File: src/hw/rtl/rgx_pkg.sv
// ----------------------------------------------------------------------------
// rgx_pkg: shared types and constants
// Register codes, reset values, matrix constants and the queue entry type
// for the RGB to xy gamut clamp unit.
// ----------------------------------------------------------------------------
package rgx_pkg;

	localparam int FRACTION_BITS_DEF = 16;
	localparam int CHROMA_W          = 16;
	localparam int QUEUE_DEPTH       = 4;
	localparam int CFG_IDX_W         = 3;

	// register index codes
	localparam logic [CFG_IDX_W-1:0] REG_RED_X   = 3'd0;
	localparam logic [CFG_IDX_W-1:0] REG_RED_Y   = 3'd1;
	localparam logic [CFG_IDX_W-1:0] REG_GREEN_X = 3'd2;
	localparam logic [CFG_IDX_W-1:0] REG_GREEN_Y = 3'd3;
	localparam logic [CFG_IDX_W-1:0] REG_BLUE_X  = 3'd4;
	localparam logic [CFG_IDX_W-1:0] REG_BLUE_Y  = 3'd5;

	localparam logic [CHROMA_W-1:0] RST_RED_X   = 16'd44171;
	localparam logic [CHROMA_W-1:0] RST_RED_Y   = 16'd21103;
	localparam logic [CHROMA_W-1:0] RST_GREEN_X = 16'd26739;
	localparam logic [CHROMA_W-1:0] RST_GREEN_Y = 16'd33882;
	localparam logic [CHROMA_W-1:0] RST_BLUE_X  = 16'd11010;
	localparam logic [CHROMA_W-1:0] RST_BLUE_Y  = 16'd2687;

	// wide-gamut D65 matrix, in millionths
	localparam int K_XR = 649926;
	localparam int K_XG = 103455;
	localparam int K_XB = 197109;
	localparam int K_YR = 234327;
	localparam int K_YG = 743075;
	localparam int K_YB = 22598;
	localparam int K_ZG = 53077;
	localparam int K_ZB = 1035763;

	typedef struct packed {
		logic [CHROMA_W-1:0] rx;
		logic [CHROMA_W-1:0] ry;
		logic [CHROMA_W-1:0] gx;
		logic [CHROMA_W-1:0] gy;
		logic [CHROMA_W-1:0] bx;
		logic [CHROMA_W-1:0] by;
	} vtx_t;

	typedef struct packed {
		logic [CHROMA_W-1:0] x;
		logic [CHROMA_W-1:0] y;
	} xy_t;

endpackage

File: src/hw/rtl/rgx_fifo.sv
// ----------------------------------------------------------------------------
// rgx_fifo: front to back queue
// Small register queue of xy points; decouples the two pipelines.
// ----------------------------------------------------------------------------
module rgx_fifo import rgx_pkg::*; (
	input  logic clk,
	input  logic arst_n,
	input  logic push_valid,
	output logic push_ready,
	input  xy_t  push_data,
	output logic pop_valid,
	input  logic pop_ready,
	output xy_t  pop_data
);

	localparam int PTW = $clog2(QUEUE_DEPTH);
	localparam int CNW = $clog2(QUEUE_DEPTH + 1);

	xy_t            mem_q [QUEUE_DEPTH];
	logic [PTW-1:0] wr_ptr_q, rd_ptr_q;
	logic [CNW-1:0] count_q;
	logic           push, pop;

	assign push_ready = count_q != CNW'(QUEUE_DEPTH);
	assign pop_valid  = count_q != '0;
	assign push       = push_valid && push_ready;
	assign pop        = pop_valid && pop_ready;
	assign pop_data   = mem_q[rd_ptr_q];

	always_ff @(posedge clk) begin
		if (push) begin
			mem_q[wr_ptr_q] <= push_data;
		end
	end

	always_ff @(posedge clk or negedge arst_n) begin
		if (!arst_n) begin
			wr_ptr_q <= '0;
			rd_ptr_q <= '0;
			count_q  <= '0;
		end else begin
			if (push) begin
				wr_ptr_q <= (wr_ptr_q == PTW'(QUEUE_DEPTH - 1)) ? '0 : wr_ptr_q + 1'b1;
			end
			if (pop) begin
				rd_ptr_q <= (rd_ptr_q == PTW'(QUEUE_DEPTH - 1)) ? '0 : rd_ptr_q + 1'b1;
			end
			if (push && !pop) begin
				count_q <= count_q + 1'b1;
			end else if (pop && !push) begin
				count_q <= count_q - 1'b1;
			end
		end
	end

`ifndef SYNTHESIS
	a_count_max: assert property (@(posedge clk) disable iff (!arst_n)
		count_q <= CNW'(QUEUE_DEPTH))
		else $error("queue count above depth");

	a_count_inc: assert property (@(posedge clk) disable iff (!arst_n)
		(push && !pop) |=> count_q == CNW'($past(count_q) + 1'b1))
		else $error("queue count did not follow a push");

	a_pass_data: assert property (@(posedge clk) disable iff (!arst_n)
		(push && count_q == '0) |=> (pop_valid && pop_data == $past(push_data)))
		else $error("queue head differs from transaction written into empty queue");
`endif

endmodule

File: config.mk
export PLATFORM = sky130hd
export DESIGN_NAME = rgx_fifo
export DESIGN_NICKNAME = d
export VERILOG_FILES = /design/src/hw/rtl/rgx_pkg.sv /design/src/hw/rtl/rgx_fifo.sv
export SDC_FILE = /design/constraint.sdc
export NUM_CORES = 1
export LEC_CHECK = 0
export BUFFER_PORTS_ARGS = -buffer_cell sky130_fd_sc_hd__buf_2
export CAP_MARGIN = 20
export CORE_MARGIN = 2
export CORE_UTILIZATION = 40
export CTS_CLUSTER_DIAMETER = 120
export DETAILED_ROUTE_END_ITERATION = 8
export GPL_TIMING_DRIVEN = 0
export PLACE_DENSITY = 0.61
export SYNTH_ARGS = -nofsm -noshare
export SYNTH_HDL_FRONTEND = slang
export SYNTH_SLANG_ARGS = --single-unit
File: constraint.sdc
create_clock -name clk -period 2.2 [get_ports clk]
set_clock_uncertainty 0.15 [all_clocks]
set_input_delay 0.55 -clock clk [delete_from_list [all_inputs] [get_ports clk]]
set_output_delay 0.55 -clock clk [all_outputs]
set_load 0.01 [all_outputs]
* Word-level counts from Yosys, hierarchy flattened
Memories as Yosys holds them, arrays and structs flattened.
Index checks and enable logic that the tools add are counted.
** Operators by class
- Equality and inequality tests :: 3
- $add $sub $neg :: 4
- Reduce and logical (&&, ||, !) cells :: 8
- Mux-type cells :: 6
** Operator list (number)
- 3-bit 2-to-1 mux :: 2
- 2-bit by 1-bit adder with 2-bit output (second input constant) :: 2
- 2-bit == test (second input constant) :: 2
- 1-bit logical AND :: 4
- 2-bit 2-to-1 mux :: 2
- 3-bit by 1-bit adder with 3-bit output (second input constant) :: 1
- 3-bit inequality test (second input constant) :: 1
- 3-bit nonzero test :: 1
- 3-bit by 1-bit subtractor with 3-bit output (second input constant) :: 1
- 1-bit logical NOT :: 2
- 1-bit 2-to-1 mux :: 2
- 2-bit nonzero test :: 1
** Word-level totals
- Register bits :: 7
- Output and inout port bits :: 34
- Memory bits (writable) :: 128
- Input port bits :: 36
- Word-level logic and storage cells :: 25
- Memories :: 1
** Memories
- mem_q :: words 4, width 32, rd ports 1, clocked after Yosys merged registers in 0, write ports 1, RTL line rgx_fifo.sv:19 : xy_t mem_q [QUEUE_DEPTH];

* Longest topological paths before layout
Gate-level depths: netlist of the first run.
- Word-level depth :: 6
- Gate-level depth with buffers :: 8
- Mapped depth without buffers :: 8

* Worst setup path before layout of the first run
OpenSTA, ideal clock, no wires.
- Path kind :: input -> register
- Start point :: in push_valid
- End point :: mem mem_q[3][0] in the netlist's numbering, enable pin
- Buffers on the path :: 0
- Setup time :: 392 ps
- Cell stages on the path :: 2
- Data required time :: 1658 ps
- Path slack :: 28 ps
- Arrival :: 1630 ps
- Cell sequence :: a21boi_2 > and2_1
** Between the ends
- Cells in the longest elaborated chain, start to end :: 3
** RTL lines
- start, declared :: RTL line rgx_fifo.sv:8 : input logic push_valid,
- 1-bit logical AND :: RTL line rgx_fifo.sv:26 : assign push = push_valid && push_ready;
- 1-bit 2-to-1 mux :: RTL line rgx_fifo.sv:31 : if (push) begin
- 1-bit 2-to-1 mux (implied by the code) :: RTL line rgx_fifo.sv:32 : mem_q[wr_ptr_q] <= push_data;
- end, declared :: RTL line rgx_fifo.sv:19
Every way passes these cells.

==> key figures, run 1 <==
Final layout
  • Post-Layout Inst Area: 6799 µm²
  • Final net count: 353
  • Layout area overhead: 33.15%
  • # fillers: 998
  • Area of the multi-input gates: 1001 µm²
  • Register Area: 4021 µm²
  • Layout cells sized above 1: 0.5325

Power
  • Post-layout power: 0.01012 W
  • Worst vdd ir: 0.0008178 V
  • Leak Pwr: 2.420 nW
  • Power per Cell Area: 1489 nW/µm²

Worst setup path
  • Worst Setup End Kind: primary output
  • R2r endpoint: count_q[2]$_DFFE_PN0P_
  • CP max FO: 6
  • Startpoint Class: register
  • Crit. Startpoint: rd_ptr_q[0]$_DFFE_PN0P_
  • Crit path required time: 1500 ps
  • R2R setup slack: 120 ps
  • Cells on worst reg2reg path: 8
  • Worst Path Class, Setup: reg -> out
  • Worst Path Arrival: 1810 ps
  • Launch point of the worst reg-to-reg path: count_q[0]$_DFFE_PN0P_

Synth
  • Post-synthesis area per instance: 24.91 µm²
  • Top cells by area, synth: edfxtp_1, mux4_2, dfrtp_1, mux4_1, ha_1
  • Cell area after synthesis: 5106 µm²
  • Yosys cell types: 20
  • Synth Net Count: 248
  • Share of the synthesized area in the top cell type: 0.7528
  • Post-synth top area cell: edfxtp_1
  • Synthesized instance count: 205
  • Warnings, synthesis: 0
  • Seq/Total Area, Yosys: 0.7871
  • Seq cells post-synth: 135

Clocking
  • Root buf cell: clkbuf_16
  • Total CTS buffers: 17
  • Sink Count: 135
  • H-tree Lvls: 4
  • Clock-pin slew on the worst setup and hold paths: 60 ps
  • CTS tree: yes
  • CTS max path bufs: 2
  • Clk_lat worst skew: 410 ps

Floorplan
  • Row count: 41
  • Effective utilization at floorplan: 0.4079
  • Io pins: 70
  • Core ar.: 12520 µm²
  • Die height: 117.0 µm
  • Die Wd: 117.0 µm
  • Die ar.: 13690 µm²

STA
  • Final worst slack: -312.6 ps
  • Fin crit share: 1.142
  • Min Hold Slack: 200.9 ps
  • # setup viols final: 32
  • Max Fclk: 398.0 MHz
  • Slew HR: 0.6320
  • Max Slew Vio Count: 0
  • Slew at the pin with the worst max-slew slack: 552.1 ps
  • Min Tclk post-route: 2513 ps
  • Setup TNS: -8963 ps
  • Fin. Hold Viols: 0
  • RSZ-0062 raised after global routing: yes

Route
  • Met3 Wirelength: 408 µm
  • Initial DRC Count: 92
  • Antenna viol nets, final: 0
  • Wire length on met1: 3947 µm
  • Vias per cell: 4.810
  • Pre-antenna DRT Iters: 4
  • Detailed-route wire length per cell: 18.49 µm
  • Vias: 2386
  • WL met2: 4656 µm
  • Top layer used by detailed routing: met4
  • Final WL: 9169 µm
  • Number of remaining DRC errors: 0

Run status
  • Status: complete, but fails checks
  • Violated checks: negative setup slack

Hold path
  • WHS Path Cells: 1
  • HP Class: in -> reg
  • WHS Endpoint: mem_q[1][2]$_DFFE_PP_
  • HP Start: push_data[2]

Placed design
  • Hpwl dp: 5233 µm
  • Placer Congestion: 0.6701
  • Port Buffer Count: 69
  • Placed Area: 5774 µm²

Global route
  • Total grt overflow: 0
  • All-layer global routing usage: 0.1404
  • Vias in the first global route: 2369
  • First-pass GRT wire length: 13120 µm
  • Pin count of the biggest net entering global routing: 26
  • Initial antenna violation count: 0

Job
  • Max_cap viols: 0
## kinds of logic after synthesis
group	count (synthesis)	synth area share
multiplexers	37	0.1551
adder cells (fa/ha/maj)	7	0.01862
XOR/XNOR	3	0.005147
buffers and inverters	11	0.01985
AO/OA/AOI/OAI	1	0.002205
flip-flops	135	0.7871
AND/OR/NAND/NOR	11	0.01201
## layer usage
layer / vias up / GRT usage
li1: 1081 / -
met1: 1233 / 0.1759
met2: 59 / 0.2173
met3: 13 / 0.04840
met4: 0 / 0.07529
met5: - / 0
## Yosys cell counts
cell        n
or3_4       1
inv_1       3
mux4_2     28
xor2_1      2
buf_6       1
nor2_1      4
nand2_1     1
mux4_1      4
mux2_2      5
nand2_2     1
dfrtp_1     7
clkbuf_1    1
buf_12      3
xnor2_1     1
edfxtp_1  128
fa_1        1
buf_2       3
a21boi_2    1
ha_1        6
and2_1      4
## timing repair
action | 4_1_cts | 5_1_grt
setup buffers | 6 | 3
gates cloned | 0 | 4
hold buffers | 1 | 0
hold endpoints to repair | 7 | 0
endpoints found under the setup margin | 33 | 67
gates resized for setup | 21 | 19
pin swaps | 2 | 4
## cell type report
class | instances | share of cell area
clock buffer | 17 | 0.06257
buffer | 7 | 0.01509
inverter | 3 | 0.001656
antenna | 1 | 0.0003681
clock inverter | 15 | 0.03699
sequential | 135 | 0.5915
multi-input combinational | 59 | 0.1472
tap | 172 | 0.03165
timing repair buffer | 87 | 0.1130
## state kept, by name, summed over array words and instances (netlist names)
name,cells
wr_ptr_q,2
count_q,3
mem_q,128
rd_ptr_q,2
## layout by cell type, fill, tap and decap left out, drive strengths merged
cell,count
nor2,4
mux2,5
clkinv,5
edfxtp,128
xnor2,1
mux4,32
dlygate4sd3,1
or3,1
xor2,2
bufinv,6
clkbuf,21
ha,6
clkinvlp,3
a21boi,1
and2,4
inv,4
buf,89
dfrtp,7
nand2,2
diode,1
fa,1
## worst max-delay path: stages, from the launching register on
cell,delay (ps)
dfrtp_2,430
buf_12,170
buf_12,130
mux4_2,530
buf_6,140
## how the worst max path moves through the flow
stage                                   endpoint  cells after the start
after CTS                           pop_data[17]                      4
final                                pop_data[7]                      4
after floorplan            mem_q[3][0]$_DFFE_PP_                      2
after detailed placement  count_q[2]$_DFFE_PN0P_                      8
after global placement    mem_q[3][19]$_DFFE_PP_                      3
after global routing                 pop_data[7]                      4
## power breakdown
group,total (W),switching (W),internal (W),leakage [nW]
logic,0.00336,0.00145,0.00191,0.847
clock network,0.00317,0.00104,0.00213,0.320
registers,0.00359,0.000183,0.00341,1.25
## stage by stage
stage               instances  utilization  worst slack, ps
floorplan                 205            -            27.56
global placement          446       0.4527           -783.7
detailed placement        450       0.4613           -79.54
CTS                       488       0.5261           -310.2
global route              495       0.5430           -369.8
finish                    496       0.5432           -312.6
Note: power is estimated with default switching activity, not from simulation.
==> run 2: changes to the inputs <==
--- a/config.mk
+++ b/config.mk
@@ -12,7 +12,8 @@
 export CTS_CLUSTER_DIAMETER = 120
 export DETAILED_ROUTE_END_ITERATION = 8
 export GPL_TIMING_DRIVEN = 0
-export PLACE_DENSITY = 0.61
+export MAX_ROUTING_LAYER = met4
+export PLACE_DENSITY_LB_ADDON = 0.3
 export SYNTH_ARGS = -nofsm -noshare
 export SYNTH_HDL_FRONTEND = slang
 export SYNTH_SLANG_ARGS = --single-unit
==> key figures, run 2 (synthesis results as in run 1) <==
Power
  • Clock network power share: 0.261
  • Cell-internal power: 0.006730 W
  • Worst vdd ir: 0.0009916 V
  • Reg power frac: 0.389
  • Leak Pwr: 2.301 nW
  • Switching pwr: 0.002482 W
  • Comb power frac: 0.350
  • Power per Cell Area: 1407 nW/µm²
  • Sw Ratio: 0.2694

Floorplan
  • Core ar.: 12520 µm²
  • Die ar.: 13690 µm²
  • Effective utilization at floorplan: 0.4079
  • Die Wd: 117.0 µm
  • Row count: 41
  • Io pins: 70
  • Die height: 117.0 µm

Worst setup path
  • Buf/Inv on CP: 3
  • Cell Chain, Critical Path: buf_6 > buf_12 > mux4_2 > buf_6
  • Startpoint Class: register
  • CP dominant cell by count: buf_6
  • CP peak stage delay: 540 ps
  • Cells on worst reg2reg path: 8
  • Worst Path Arrival: 1760 ps
  • CP max FO: 10
  • Instance count on the critical path: 4
  • CP delay by family, top: multiplexers
  • Crit path required time: 1500 ps
  • Worst Path Class, Setup: reg -> out
  • Crit-path slowest cell: mux4_2
  • Worst Setup End Kind: primary output

Final layout
  • # fillers: 1015
  • Most common cell after layout, fill and taps aside: edfxtp_1
  • Register Area: 4021 µm²
  • Final net count: 347
  • Most frequent cells in the layout: edfxtp_1, buf_2, mux4_2
  • Biggest registers after layout: mem_q (128), count_q (3)
  • Largest Register: mem_q
  • Layout cells sized above 1: 0.4968
  • Cell Count, Final, Fillers Out: 487
  • Largest register FFs: 128
  • Layout area overhead: 28.23%
  • Fin util: 0.5231
  • Area of the multi-input gates: 1003 µm²

Run status
  • Violated checks: negative setup slack
  • Status: complete, but fails checks

Hold path
  • HP Class: in -> reg
  • WHS Path Cells: 1

Route
  • Vias per cell: 4.758
  • Initial DRC Count: 184
  • Detailed-route wire length per cell: 17.63 µm
  • Vias: 2317
  • Final WL: 8586 µm
  • Pre-antenna DRT Iters: 4
  • Antenna viol nets, final: 0
  • Number of remaining DRC errors: 0

Global route
  • Total grt overflow: 0
  • All-layer global routing usage: 0.1439
  • Pin count of the biggest net entering global routing: 19
  • Vias in the first global route: 2424
  • Initial antenna violation count: 1
  • First-pass GRT wire length: 13140 µm

STA
  • Max Fclk: 407.1 MHz
  • Fin. Hold Viols: 0
  • Slew at the pin with the worst max-slew slack: 528.9 ps
  • Min Tclk post-route: 2456 ps
  • Final worst slack: -256.3 ps
  • RSZ-0062 raised after global routing: yes
  • # setup viols final: 32
  • Fin crit share: 1.116
  • Slew HR: 0.6474
  • Max Slew Vio Count: 0

Clocking
  • Clk_lat worst skew: 410 ps
  • Root buf cell: clkbuf_16
  • CTS tree: yes
  • Total CTS buffers: 17
  • CTS max path bufs: 2
  • Sink Count: 135
  • Clock-pin slew on the worst setup and hold paths: 50 ps
  • H-tree Lvls: 4

Placed design
  • Hpwl dp: 5337 µm
  • Placer Congestion: 0.6145
  • Port Buffer Count: 69
  • Placed cells: 450

Job
  • Max_cap viols: 0
## run 2: changes by cell type in the layout (fill, tap and decap cells not counted), moves of 2 or more
cell / change
clkinv_4: -4
clkbuf_1: +4
clkinv_2: +2
buf_2: -6
clkinvlp_4: -3
bufinv_16: -5
buf_6: +4
clkinv_1: +4
clkbuf_16: -4
## run 2: layout make-up
type	count	share of cell area
antenna	1	0.0003822
multi-input combinational	59	0.1533
clock buffer	21	0.06727
sequential	135	0.6142
inverter	3	0.001720
timing repair buffer	81	0.1068
clock inverter	8	0.009173
tap	172	0.03287
buffer	7	0.01433
## run 2: power groups by stage
stage          clock, W  combinational [W]  sequential (W)
2_1_floorplan         0            0.00173         0.00358
3_3_place_gp          0            0.00253         0.00362
3_5_place_dp          0            0.00269         0.00361
4_1_cts         0.00247            0.00306         0.00358
5_1_grt         0.00257            0.00351         0.00363
6_report        0.00241            0.00323         0.00358
## run 2: final timing paths
path                                    startpoint                       to  slack [ps]
min in group asynchronous                   arst_n  rd_ptr_q[1]$_DFFE_PN0P_         360
setup / recovery           rd_ptr_q[0]$_DFFE_PN0P_             pop_data[14]        -260
max in group asynchronous                   arst_n   count_q[2]$_DFFE_PN0P_        1350
hold / removal                        push_data[3]    mem_q[0][3]$_DFFE_PP_         200
setup reg to reg            count_q[0]$_DFFE_PN0P_   count_q[2]$_DFFE_PN0P_         140
hold reg to reg             count_q[2]$_DFFE_PN0P_   count_q[2]$_DFFE_PN0P_         380
## run 2: metrics by stage
step | hold slack (ps) | total power (W) | worst slack (ps) | TNS [ps] | cell area, µm²
after detailed placement | 253.9 | 0.006299 | -78.20 | -492.6 | 5782
final | 204.7 | 0.009212 | -256.3 | -7191 | 6548
after global routing | 189.3 | 0.009705 | -347.8 | -9969 | 6548
after CTS | 179.7 | 0.009109 | -301.8 | -8422 | 6440
after floorplan | 104.4 | 0.005304 | 27.56 | 0 | 5106
after global placement | 245.3 | 0.006147 | -789.2 | -99120 | 5667
## run 2: timing repair
| action | CTS | global route |
|---|---|---|
| gates cloned | 0 | 0 |
| hold endpoints to repair | 7 | 0 |
| endpoints found under the setup margin | 33 | 59 |
| buffers inserted | 4 | 3 |
| resized for setup | 25 | 17 |
| hold buffers | 1 | 0 |
| pin swaps | 2 | 3 |
## run 2: layer usage
layer	vias up	GRT usage	wire length [µm]
met5	-	-	0
met4	0	0.07294	162
met3	13	0.05458	519
met2	73	0.2158	4213
met1	1173	0.1713	3691
li1	1058	-	-
